**src/hdl/source_text_tokenizer_core_defines.svh**
```systemverilog
// Assertion macros shared by the source text tokenizer core.
`ifndef SOURCE_TEXT_TOKENIZER_CORE_DEFINES_SVH
`define SOURCE_TEXT_TOKENIZER_CORE_DEFINES_SVH
`ifndef SYNTHESIS
`define STT_ASSERT(lbl, prop) \
  lbl: assert property (@(posedge clk) disable iff (rst) prop) \
    else $error("stt: check failed");
`define STT_ASSERT_NEXT(lbl, pre, post) \
  lbl: assert property (@(posedge clk) disable iff (rst) (pre) |=> (post)) \
    else $error("stt: check failed");
`else
`define STT_ASSERT(lbl, prop)
`define STT_ASSERT_NEXT(lbl, pre, post)
`endif
`endif

```
**src/hdl/stt_pkg.sv**
```systemverilog
// Shared types, constants and character helpers of the tokenizer.
package stt_pkg;

  localparam int POS_BITS = 32;
  localparam logic [POS_BITS-1:0] POS_MAX = {POS_BITS{1'b1}};
  localparam logic [POS_BITS-1:0] POS_ONE = POS_BITS'(1);
  localparam logic [POS_BITS-1:0] POS_TWO = POS_BITS'(2);
  localparam logic [POS_BITS-1:0] POS_ZERO = '0;
  localparam logic [POS_BITS-1:0] KW_MAX_LEN = POS_BITS'(8);

  localparam int QDEPTH = 4;
  localparam int QPTR_BITS = $clog2(QDEPTH);
  localparam int QCNT_BITS = $clog2(QDEPTH + 1);

  localparam int KW_COUNT = 13;
  localparam logic [KW_COUNT-1:0] KW_ALL = {KW_COUNT{1'b1}};

  // Keyword text, first character in the top byte.
  localparam logic [63:0] KW_TEXT [KW_COUNT] = '{
    {"set", 40'd0}, {"int", 40'd0}, {"print", 24'd0}, {"find", 32'd0},
    {"mov", 40'd0}, {"to", 48'd0}, {"at", 48'd0}, 64'("selector"),
    {"byte", 32'd0}, {"in", 48'd0}, {"looper", 16'd0}, 64'("function"),
    {"return", 16'd0}
  };
  localparam logic [3:0] KW_LEN [KW_COUNT] = '{
    4'd3, 4'd3, 4'd5, 4'd4, 4'd3, 4'd2, 4'd2, 4'd8, 4'd4, 4'd2, 4'd6, 4'd8, 4'd6
  };

  localparam logic [4:0] KIND_NEWLINE = 5'd0;
  localparam logic [4:0] KIND_STRING  = 5'd1;
  localparam logic [4:0] KIND_IDENT   = 5'd2;
  localparam logic [4:0] KIND_KW0     = 5'd3;
  localparam logic [4:0] KIND_DEC     = 5'd16;
  localparam logic [4:0] KIND_HEX     = 5'd17;
  localparam logic [4:0] KIND_EQEQ    = 5'd18;
  localparam logic [4:0] KIND_ASSIGN  = 5'd19;
  localparam logic [4:0] KIND_LPAREN  = 5'd20;
  localparam logic [4:0] KIND_RPAREN  = 5'd21;
  localparam logic [4:0] KIND_LBRACE  = 5'd22;
  localparam logic [4:0] KIND_RBRACE  = 5'd23;
  localparam logic [4:0] KIND_PLUS    = 5'd24;
  localparam logic [4:0] KIND_ARROW   = 5'd25;
  localparam logic [4:0] KIND_MINUS   = 5'd26;
  localparam logic [4:0] KIND_STAR    = 5'd27;
  localparam logic [4:0] KIND_SLASH   = 5'd28;
  localparam logic [4:0] KIND_END     = 5'd29;

  localparam logic [7:0] CH_NL     = 8'h0A;
  localparam logic [7:0] CH_DQUOTE = 8'h22;
  localparam logic [7:0] CH_SQUOTE = 8'h27;
  localparam logic [7:0] CH_UNDER  = 8'h5F;
  localparam logic [7:0] CH_GT     = 8'h3E;
  localparam logic [7:0] CH_EQ     = 8'h3D;
  localparam logic [7:0] CH_MINUS  = 8'h2D;
  localparam logic [7:0] CH_LPAREN = 8'h28;
  localparam logic [7:0] CH_RPAREN = 8'h29;
  localparam logic [7:0] CH_LBRACE = 8'h7B;
  localparam logic [7:0] CH_RBRACE = 8'h7D;
  localparam logic [7:0] CH_PLUS   = 8'h2B;
  localparam logic [7:0] CH_STAR   = 8'h2A;
  localparam logic [7:0] CH_SLASH  = 8'h2F;
  localparam logic [7:0] CH_ZERO   = 8'h30;
  localparam logic [7:0] CH_LOW_X  = 8'h78;
  localparam logic [7:0] CH_UP_X   = 8'h58;

  typedef struct packed {
    logic [4:0]  kind;
    logic [31:0] text_start;
    logic [31:0] text_length;
  } tok_t;

  // All tokens caused by one request; n is 0 to 3.
  typedef struct packed {
    logic [1:0]       n;
    tok_t [2:0]       toks;
  } bundle_t;

  typedef struct packed {
    logic full;
    logic head_valid;
  } q_stat_t;

  function automatic logic is_digit(input logic [7:0] c);
    return c inside {[8'h30:8'h39]};
  endfunction

  function automatic logic is_alpha(input logic [7:0] c);
    return c inside {[8'h61:8'h7A], [8'h41:8'h5A]};
  endfunction

  function automatic logic is_xdigit(input logic [7:0] c);
    return c inside {[8'h30:8'h39], [8'h61:8'h66], [8'h41:8'h46]};
  endfunction

  function automatic logic is_space(input logic [7:0] c);
    return c inside {8'h20, [8'h09:8'h0D]};
  endfunction

  function automatic logic [POS_BITS-1:0] sat_inc(input logic [POS_BITS-1:0] v);
    return (v == POS_MAX) ? v : v + POS_ONE;
  endfunction

  function automatic logic [31:0] to32(input logic [POS_BITS-1:0] v);
    logic [63:0] w;
    w = 64'(v);
    return w[31:0];
  endfunction

  function automatic tok_t mk_tok(input logic [4:0] kind,
                                  input logic [POS_BITS-1:0] start,
                                  input logic [POS_BITS-1:0] len);
    tok_t t;
    t.kind = kind;
    t.text_start = to32(start);
    t.text_length = to32(len);
    return t;
  endfunction

  // Drops every keyword whose character at offset idx is not c, and every keyword when in_range is low.
  function automatic logic [KW_COUNT-1:0] kw_filter(input logic [KW_COUNT-1:0] mask,
                                                    input logic in_range,
                                                    input logic [2:0] idx,
                                                    input logic [7:0] c);
    logic [KW_COUNT-1:0] m;
    logic [63:0] txt;
    m = mask;
    for (int k = 0; k < KW_COUNT; k++) begin
      txt = KW_TEXT[k] << {idx, 3'b000};
      if (!(in_range && ({1'b0, idx} < KW_LEN[k]) && (txt[63:56] == c))) begin
        m[k] = 1'b0;
      end
    end
    return m;
  endfunction

endpackage

```
**src/hdl/stt_front.sv**
```systemverilog
// Front end: accepts source requests, runs the scanner and forms token bundles.
module stt_front (
  input  logic              clk,
  input  logic              rst,
  input  logic              src_valid,
  output logic              src_ready,
  input  logic              cmd,
  input  logic [7:0]        ch,
  input  stt_pkg::q_stat_t  qstat,
  output logic              push,
  output stt_pkg::bundle_t  bundle
);
  import stt_pkg::*;

  localparam logic [3:0] M_IDLE  = 4'd0;
  localparam logic [3:0] M_DSTR  = 4'd1;
  localparam logic [3:0] M_SQ1   = 4'd2;
  localparam logic [3:0] M_SQ2   = 4'd3;
  localparam logic [3:0] M_IDENT = 4'd4;
  localparam logic [3:0] M_ZERO  = 4'd5;
  localparam logic [3:0] M_ZEROX = 4'd6;
  localparam logic [3:0] M_DEC   = 4'd7;
  localparam logic [3:0] M_HEX   = 4'd8;
  localparam logic [3:0] M_EQ    = 4'd9;
  localparam logic [3:0] M_MINUS = 4'd10;

  logic [3:0]          mode, mode_next;
  logic [POS_BITS-1:0] pos, pos_next;
  logic [POS_BITS-1:0] tbeg, tbeg_next;
  logic [KW_COUNT-1:0] kwc, kwc_next;
  logic                fin, fin_next;

  logic [POS_BITS-1:0] span;
  logic                ft_emit;
  logic [4:0]          ft_kind;
  logic [POS_BITS-1:0] ft_len;
  logic                redo;
  logic [1:0]          cnt;
  tok_t [2:0]          toks;
  logic                accept;

  assign src_ready = !qstat.full;
  assign accept = src_valid && src_ready;
  assign bundle.n = cnt;
  assign bundle.toks = toks;
  assign push = accept && !fin && (cnt != 2'd0);

  // Token that a pending multi-byte mode gives when it is cut off.
  always_comb begin
    span = pos - tbeg;
    ft_emit = 1'b1;
    ft_kind = KIND_IDENT;
    ft_len = span;
    case (mode)
      M_IDENT: begin
        for (int k = 0; k < KW_COUNT; k++) begin
          if (kwc[k] && (span == POS_BITS'(KW_LEN[k]))) begin
            ft_kind = 5'(KIND_KW0 + 5'(k));
          end
        end
      end
      M_ZERO, M_DEC: ft_kind = KIND_DEC;
      M_HEX: ft_kind = KIND_HEX;
      M_EQ: begin
        ft_kind = KIND_ASSIGN;
        ft_len = POS_ONE;
      end
      M_MINUS: begin
        ft_kind = KIND_MINUS;
        ft_len = POS_ONE;
      end
      default: ft_emit = 1'b0;
    endcase
  end

  always_comb begin
    mode_next = mode;
    pos_next = pos;
    tbeg_next = tbeg;
    kwc_next = kwc;
    fin_next = fin;
    redo = 1'b0;
    cnt = 2'd0;
    toks = '0;

    if (cmd) begin
      case (mode)
        M_DSTR: begin
          toks[cnt] = mk_tok(KIND_STRING, tbeg, span);
          cnt = cnt + 2'd1;
        end
        M_ZEROX: begin
          toks[cnt] = mk_tok(KIND_DEC, tbeg, POS_ONE);
          cnt = cnt + 2'd1;
          toks[cnt] = mk_tok(KIND_IDENT, sat_inc(tbeg), POS_ONE);
          cnt = cnt + 2'd1;
        end
        default: begin
          if (ft_emit) begin
            toks[cnt] = mk_tok(ft_kind, tbeg, ft_len);
            cnt = cnt + 2'd1;
          end
        end
      endcase
      toks[cnt] = mk_tok(KIND_END, pos, POS_ZERO);
      cnt = cnt + 2'd1;
      mode_next = M_IDLE;
      fin_next = 1'b1;
    end else begin
      case (mode)
        M_IDLE: redo = 1'b1;
        M_DSTR: begin
          if (ch == CH_DQUOTE) begin
            toks[cnt] = mk_tok(KIND_STRING, tbeg, span);
            cnt = cnt + 2'd1;
            mode_next = M_IDLE;
          end
        end
        M_SQ1: begin
          if (ch == CH_SQUOTE) begin
            mode_next = M_IDLE;
          end else begin
            toks[cnt] = mk_tok(KIND_STRING, pos, POS_ONE);
            cnt = cnt + 2'd1;
            mode_next = M_SQ2;
          end
        end
        M_SQ2: begin
          mode_next = M_IDLE;
          redo = (ch != CH_SQUOTE);
        end
        M_IDENT: begin
          if (is_alpha(ch) || is_digit(ch) || ch == CH_UNDER) begin
            kwc_next = kw_filter(kwc, span < KW_MAX_LEN, span[2:0], ch);
          end else begin
            toks[cnt] = mk_tok(ft_kind, tbeg, ft_len);
            cnt = cnt + 2'd1;
            mode_next = M_IDLE;
            redo = 1'b1;
          end
        end
        M_ZERO: begin
          if (ch == CH_LOW_X || ch == CH_UP_X) begin
            mode_next = M_ZEROX;
          end else if (is_digit(ch)) begin
            mode_next = M_DEC;
          end else begin
            toks[cnt] = mk_tok(ft_kind, tbeg, ft_len);
            cnt = cnt + 2'd1;
            mode_next = M_IDLE;
            redo = 1'b1;
          end
        end
        M_ZEROX: begin
          mode_next = M_HEX;
          // A non-hex byte right after the prefix still closes a hex token.
          if (!is_xdigit(ch)) begin
            toks[cnt] = mk_tok(KIND_HEX, tbeg, span);
            cnt = cnt + 2'd1;
            mode_next = M_IDLE;
            redo = 1'b1;
          end
        end
        M_DEC, M_HEX: begin
          if ((mode == M_DEC) ? !is_digit(ch) : !is_xdigit(ch)) begin
            toks[cnt] = mk_tok(ft_kind, tbeg, ft_len);
            cnt = cnt + 2'd1;
            mode_next = M_IDLE;
            redo = 1'b1;
          end
        end
        M_EQ, M_MINUS: begin
          if ((mode == M_EQ) ? (ch == CH_EQ) : (ch == CH_GT)) begin
            toks[cnt] = mk_tok((mode == M_EQ) ? KIND_EQEQ : KIND_ARROW, tbeg, POS_TWO);
            cnt = cnt + 2'd1;
            mode_next = M_IDLE;
          end else begin
            toks[cnt] = mk_tok(ft_kind, tbeg, ft_len);
            cnt = cnt + 2'd1;
            mode_next = M_IDLE;
            redo = 1'b1;
          end
        end
        default: begin
          mode_next = M_IDLE;
          redo = 1'b1;
        end
      endcase

      // The byte is scanned again from the idle state and may start a new token.
      if (redo) begin
        if (ch == CH_NL) begin
          toks[cnt] = mk_tok(KIND_NEWLINE, pos, POS_ONE);
          cnt = cnt + 2'd1;
        end else if (is_space(ch)) begin
          mode_next = M_IDLE;
        end else if (ch == CH_DQUOTE) begin
          mode_next = M_DSTR;
          tbeg_next = sat_inc(pos);
        end else if (ch == CH_SQUOTE) begin
          mode_next = M_SQ1;
        end else if (is_alpha(ch)) begin
          mode_next = M_IDENT;
          tbeg_next = pos;
          kwc_next = kw_filter(KW_ALL, 1'b1, 3'd0, ch);
        end else if (is_digit(ch)) begin
          mode_next = (ch == CH_ZERO) ? M_ZERO : M_DEC;
          tbeg_next = pos;
        end else begin
          case (ch)
            CH_EQ: begin
              mode_next = M_EQ;
              tbeg_next = pos;
            end
            CH_MINUS: begin
              mode_next = M_MINUS;
              tbeg_next = pos;
            end
            CH_LPAREN: begin
              toks[cnt] = mk_tok(KIND_LPAREN, pos, POS_ONE);
              cnt = cnt + 2'd1;
            end
            CH_RPAREN: begin
              toks[cnt] = mk_tok(KIND_RPAREN, pos, POS_ONE);
              cnt = cnt + 2'd1;
            end
            CH_LBRACE: begin
              toks[cnt] = mk_tok(KIND_LBRACE, pos, POS_ONE);
              cnt = cnt + 2'd1;
            end
            CH_RBRACE: begin
              toks[cnt] = mk_tok(KIND_RBRACE, pos, POS_ONE);
              cnt = cnt + 2'd1;
            end
            CH_PLUS: begin
              toks[cnt] = mk_tok(KIND_PLUS, pos, POS_ONE);
              cnt = cnt + 2'd1;
            end
            CH_STAR: begin
              toks[cnt] = mk_tok(KIND_STAR, pos, POS_ONE);
              cnt = cnt + 2'd1;
            end
            CH_SLASH: begin
              toks[cnt] = mk_tok(KIND_SLASH, pos, POS_ONE);
              cnt = cnt + 2'd1;
            end
            default: mode_next = M_IDLE;
          endcase
        end
      end
      pos_next = sat_inc(pos);
    end
  end

  always_ff @(posedge clk) begin
    if (rst) begin
      mode <= M_IDLE;
      pos <= '0;
      tbeg <= '0;
      kwc <= KW_ALL;
      fin <= 1'b0;
    end else if (accept && !fin) begin
      mode <= mode_next;
      pos <= pos_next;
      tbeg <= tbeg_next;
      kwc <= kwc_next;
      fin <= fin_next;
    end
  end

endmodule

```
**src/hdl/stt_queue.sv**
```systemverilog
// Short queue of token bundles between the scanner and the output stage.
module stt_queue (
  input  logic              clk,
  input  logic              rst,
  input  logic              push,
  input  stt_pkg::bundle_t  wr_data,
  input  logic              pop,
  output stt_pkg::q_stat_t  qstat,
  output stt_pkg::bundle_t  head
);
  import stt_pkg::*;

  bundle_t              slots [QDEPTH];
  logic [QPTR_BITS-1:0] wr_ptr;
  logic [QPTR_BITS-1:0] rd_ptr;
  logic [QCNT_BITS-1:0] count;

  assign qstat.full = (count == QCNT_BITS'(QDEPTH));
  assign qstat.head_valid = (count != '0);
  assign head = slots[rd_ptr];

  function automatic logic [QPTR_BITS-1:0] ptr_inc(input logic [QPTR_BITS-1:0] p);
    return (p == QPTR_BITS'(QDEPTH - 1)) ? '0 : p + QPTR_BITS'(1);
  endfunction

  always_ff @(posedge clk) begin
    if (push) begin
      slots[wr_ptr] <= wr_data;
    end
  end

  always_ff @(posedge clk) begin
    if (rst) begin
      wr_ptr <= '0;
      rd_ptr <= '0;
      count <= '0;
    end else begin
      if (push) begin
        wr_ptr <= ptr_inc(wr_ptr);
      end
      if (pop) begin
        rd_ptr <= ptr_inc(rd_ptr);
      end
      if (push && !pop) begin
        count <= count + QCNT_BITS'(1);
      end else if (pop && !push) begin
        count <= count - QCNT_BITS'(1);
      end
    end
  end

endmodule

```
**src/hdl/stt_back.sv**
```systemverilog
// Back end: unpacks bundles into single tokens behind the output register.
module stt_back (
  input  logic              clk,
  input  logic              rst,
  input  stt_pkg::q_stat_t  qstat,
  input  stt_pkg::bundle_t  head,
  output logic              pop,
  output logic              tok_valid,
  input  logic              tok_ready,
  output logic [4:0]        kind,
  output logic [31:0]       text_start,
  output logic [31:0]       text_length,
  output logic              last_of_run
);
  import stt_pkg::*;

  logic [1:0] idx;
  logic       load;
  logic       at_last;
  tok_t       cur;

  assign load = qstat.head_valid && (!tok_valid || tok_ready);
  assign cur = head.toks[idx];
  assign at_last = (idx == head.n - 2'd1);
  assign pop = load && at_last;

  always_ff @(posedge clk) begin
    if (rst) begin
      tok_valid <= 1'b0;
      idx <= 2'd0;
    end else if (load) begin
      tok_valid <= 1'b1;
      idx <= at_last ? 2'd0 : idx + 2'd1;
    end else if (tok_ready) begin
      tok_valid <= 1'b0;
    end
  end

  always_ff @(posedge clk) begin
    if (load) begin
      kind <= cur.kind;
      text_start <= cur.text_start;
      text_length <= cur.text_length;
      last_of_run <= at_last;
    end
  end

endmodule

```
**src/hdl/source_text_tokenizer_core.sv**
```systemverilog
// With the queue empty, the first token of a request passes the queue slot and then the output register.
// Throughput: one request per cycle while the four-entry bundle queue has room.
// The output register drains one token per cycle while tok_ready is high, so a
// request that yields two or three tokens presents them one after another.
// Reset is synchronous; it clears the scanner state and empties the queue.
`include "source_text_tokenizer_core_defines.svh"
module source_text_tokenizer_core (
  input  logic        clk,
  input  logic        rst,
  input  logic        src_valid,
  output logic        src_ready,
  input  logic        cmd,
  input  logic [7:0]  ch,
  output logic        tok_valid,
  input  logic        tok_ready,
  output logic [4:0]  kind,
  output logic [31:0] text_start,
  output logic [31:0] text_length,
  output logic        last_of_run
);
  import stt_pkg::*;

  logic    push;
  logic    pop;
  bundle_t bundle;
  bundle_t head;
  q_stat_t qstat;

  stt_front u_front (
    .clk       (clk),
    .rst       (rst),
    .src_valid (src_valid),
    .src_ready (src_ready),
    .cmd       (cmd),
    .ch        (ch),
    .qstat     (qstat),
    .push      (push),
    .bundle    (bundle)
  );

  stt_queue u_queue (
    .clk     (clk),
    .rst     (rst),
    .push    (push),
    .wr_data (bundle),
    .pop     (pop),
    .qstat   (qstat),
    .head    (head)
  );

  stt_back u_back (
    .clk         (clk),
    .rst         (rst),
    .qstat       (qstat),
    .head        (head),
    .pop         (pop),
    .tok_valid   (tok_valid),
    .tok_ready   (tok_ready),
    .kind        (kind),
    .text_start  (text_start),
    .text_length (text_length),
    .last_of_run (last_of_run)
  );

  `STT_ASSERT(a_push_room, (push |-> !qstat.full))
  `STT_ASSERT(a_push_nonempty, (push |-> (bundle.n != 2'd0)))
  `STT_ASSERT(a_end_is_last, ((tok_valid && kind == KIND_END) |-> last_of_run))
  `STT_ASSERT_NEXT(a_pop_frees, (pop && !push && qstat.full), !qstat.full)

endmodule

```
**config.mk**
```make
export PLATFORM = sky130hd
export DESIGN_NAME = source_text_tokenizer_core
export DESIGN_NICKNAME = d
export VERILOG_FILES = /design/src/hdl/stt_pkg.sv /design/src/hdl/stt_front.sv /design/src/hdl/stt_queue.sv /design/src/hdl/stt_back.sv /design/src/hdl/source_text_tokenizer_core.sv
export VERILOG_INCLUDE_DIRS = /design/src /design/src/hdl
export SDC_FILE = /design/constraint.sdc
export NUM_CORES = 1
export LEC_CHECK = 0
export BUFFER_PORTS_ARGS = -buffer_cell sky130_fd_sc_hd__buf_2
export CORE_ASPECT_RATIO = 1.2
export CORE_UTILIZATION = 55
export DETAILED_ROUTE_END_ITERATION = 16
export HOLD_SLACK_MARGIN = 0.06
export PLACE_DENSITY = 0.7
export SLEW_MARGIN = 25
export SYNTH_ARGS = -nofsm -noshare
export SYNTH_HDL_FRONTEND = slang
export SYNTH_SLANG_ARGS = --single-unit
```
**constraint.sdc**
```tcl
create_clock -name clk -period 7.6 [get_ports clk]
set_clock_uncertainty 0.05 [all_clocks]
set_input_delay 0.38 -clock clk [delete_from_list [all_inputs] [get_ports clk]]
set_output_delay 0.38 -clock clk [all_outputs]
set_load 0.02 [all_outputs]
```
==> results.md <==
- Port Buffer Count: 84
- Clock Power Share: 30.3%
- Final setup vio count: 0
- CTS clock-pin slew for the worst setup and hold paths: 0.06 ns
- Die height: 279 µm
- HP Class: input port to flip-flop
- Warnings, synthesis: 0
- Core area: 63,200 µm²
- Least-Margin Pin Slew: 1.05 ns
- Die Area: 64,800 µm²
- Library cells used by synthesis: 91
- Post_cts resized: 0
- CP max-delay cell: and2_4
- Seq/Total Area, Yosys: 60.0%
- Avg Cell Area, Syn: 13.1 µm²
- Ys async rst share: 0%
- Critical Path End Type: flip-flop
- Area contributors post-synth: edfxtp_1 55%, mux4_2 9.1%, dfxtp_1 5.4%
- Critical path class: input port to flip-flop
- Worst path arrival time: 5.40 ns
- Area grow syn2layout: 9.82%
- Worst VDD drop: 0.211 mV
- Crit start category: input port
- Setup TNS: 0 ns
- Max Cap Viol: 0
- Share of layout cells above drive strength 1: 16.3%
- Leakage: 12.6 nW
- CP top delay family: simple AND/OR/NAND/NOR gates
- Max Clk Rate: 194 MHz
- Total Power: 0.0113 W
- Initial DRC count: 2,004
- Final global-route overflow total: 0
- Sequential group share of total power: 45.2%
- DR DRC count: 0
- Share of Yosys cell area claimed by the top area cell type: 54.6%
- Number of antenna diodes: 0
- Routed len/inst: 25.8 µm
- Synth top cells by count: 638 x edfxtp_1, 223 x nand2_1, 207 x nor2_1
- Post-DRT Antenna Nets: 0
- Power per Cell Area: 294 nW/µm²
- Via density: 6.35
- Max-slew violation count: 0
- Number of global-route vias before repair: 23,000
- Ys flop type: edfxtp_1
- Net Sw Power: 0.00346 W
- CP max FO: 52
- Nets: 2,764
- Syn_nets: 2,749
- FP Rows: 101
- Gr usage total: 29.1%
- Final core occ: 60.9%
- Global-route wire length before repair: 141,000 µm
- CTS max path bufs: 3
- # clock sinks: 732
- Logic pwr share: 24.5%
- Fin. Hold Viols: 0
- Switching Share: 30.6%
- RePlAce Congestion: 0.966
- Top-count cell post-synth: edfxtp_1
- CP Buf/Inv Count: 4
- Crit share post-route: 67.8%
- Initial antenna violation count: 0
- Area after DPL: 36,200 µm²
- Post-DP HPWL: 63,300 µm
- Number of fill cells: 4,864
- Number of flops mapped to enable cells by yosys: 638
- CTS Root Cell: clkbuf_16
- Detailed-route via count: 22,800
- Later-pin clock latency in the skew report: 0.64 ns
- CP required: 7.85 ns
- Status: complete, no violations
- Relative max-transition margin: 29.6%
- Synthesis-stage register bit count: 732
- Int Pwr: 0.00785 W
- Post-route cell area: 38,500 µm²
- Initial Util: 55.5%
- CTS HTree Levels: 3
- Hold_ws: 0.205 ns
- Drt pass-1 iters: 6
- Largest stage delay, worst path: 0.80 ns
- Final WL: 92,500 µm
- Die W: 232 µm
- Ports: 85
- Largest net degree at the start of global routing: 66
- Cell taking the most area after synthesis: edfxtp_1
- RSZ-0062 raised after global routing: false
- Syn Std Cell Area: 35,100 µm²
- Num CTS Buffers: 71
- CTS tree: built
- Cell-by-cell trace of the critical path: buf_2 -> or2_1 -> a21oi_1 -> a21oi_1 -> a31oi_4 -> nand4_2 -> nor2_1 -> inv_1 -> ha_1 -> nand4b_1 -> a41oi_1 -> a31oi_1 -> a31oi_1 -> a21o_2 -> inv_2 -> and2_4 -> buf_4
- Cells after synthesis: 2,686
- Final Critical Period: 5.15 ns
-- placed cells by master, fill, tap and decap left out, types with 19 or more instances in the layout --
master,count
buf_2,83
a21oi_1,116
mux2i_1,44
o21ai_0,126
buf_4,45
mux4_2,142
xor2_1,69
nand2_1,223
dfxtp_1,90
and3_1,27
ha_1,48
a211oi_2,28
nor2_1,207
xnor2_1,78
nand4_1,51
clkbuf_16,72
a21o_1,19
inv_1,55
clkinv_1,19
nor3_1,54
and2_1,59
a31oi_1,32
nand3_1,68
a211oi_1,23
nor2b_1,42
edfxtp_1,638
-- through the flow --
step	setup WS, ns	std cells
2_1_floorplan	0.676	2686
3_3_place_gp	1.99	3450
3_5_place_dp	1.88	3450
4_1_cts	2.48	3582
5_1_grt	2.06	3582
6_report	2.45	3582
-- power by group through the flow --
stage	clock network (W)	logic [W]	registers [W]
CTS	0.00347	0.00282	0.00512
finish	0.00342	0.00278	0.00511
detailed placement	0	0.00280	0.00520
floorplan	0	0.00167	0.00545
global route	0.00361	0.00299	0.00517
global placement	0	0.00278	0.00518
-- sequential cells by signal, indices dropped and copies added (netlist names), named ones only --
signal              count
u_back.idx              2
u_front.tbeg           32
u_queue.wr_ptr          2
u_back.text_length     32
u_front.mode            4
u_queue.slots         568
u_back.kind             5
u_back.last_of_run      1
u_front.pos            32
u_back.tok_valid        1
u_back.text_start      32
u_queue.rd_ptr          2
u_queue.count           3
u_front.kwc            13
u_front.fin             1
-- per-layer routing --
layer	wire [µm]	global-route usage (%)	part of all wire (%)	up-vias
li1	-	-	-	10300
met1	36400	36.7	39	11500
met3	4700	3.75	5.1	215
met2	46800	49.4	51	830
met4	4620	13.9	5.0	0
met5	0	0	0	-
-- cell type report --
cell class	count	area [µm²]	area share, %
clock inverters	46	398	1.03
clock buffers	84	1880	4.87
well taps	824	1030	2.68
multi-input cells	1704	13100	34.0
flip-flops and latches	732	21100	54.7
repair buffers	135	865	2.25
inverters	57	214	0.556
-- worst register-to-register path, cell delays in order, from the launching register on --
cell      delay [ns]
dfxtp_1         0.77
nor2_1          0.15
nand2_1         0.12
nor2_1          0.14
a31oi_4         0.29
nand4_2         0.22
nor2_1          0.50
inv_1           0.14
ha_1            0.30
nand4b_1        0.10
a41oi_1         0.06
a31oi_1         0.16
a31oi_1         0.14
a21o_2          0.28
inv_2           0.13
and2_4          0.80
buf_4           0.49
-- what timing repair did --
action                                 4_1_cts  5_1_grt
hold buffers                                 2        0
endpoints found under the hold margin        2        0
setup buffers                                0        0
-- cell families (layout without fill, tap and decap cells) --
group           count (synthesis)  in the layout  synth area share [%]
fa+ha+maj                      50             50                  1.83
compound gates                491            491                  9.47
mux                           187            187                  10.4
flops                         732            732                  60.0
buf+inv                       250            322                  2.90
xor+xnor                      149            149                  3.72
simple gates                  827            827                  11.7
-- final timing paths --
kind,from,end,slack (ns),cells after the start
setup / recovery,ch[1],u_queue.slots[1][34]$_DFFE_PP_,2.45,17
setup reg to reg,u_front.mode[0]$_SDFFE_PP0P_,u_queue.slots[1][34]$_DFFE_PP_,2.45,16
hold / removal,rst,u_queue.wr_ptr[0]$_SDFFE_PP0P_,0.20,2
hold reg to reg,u_front.fin$_SDFFE_PP0P_,u_front.fin$_SDFFE_PP0P_,0.41,2
No activity file was read; power rests on OpenSTA's default activity.
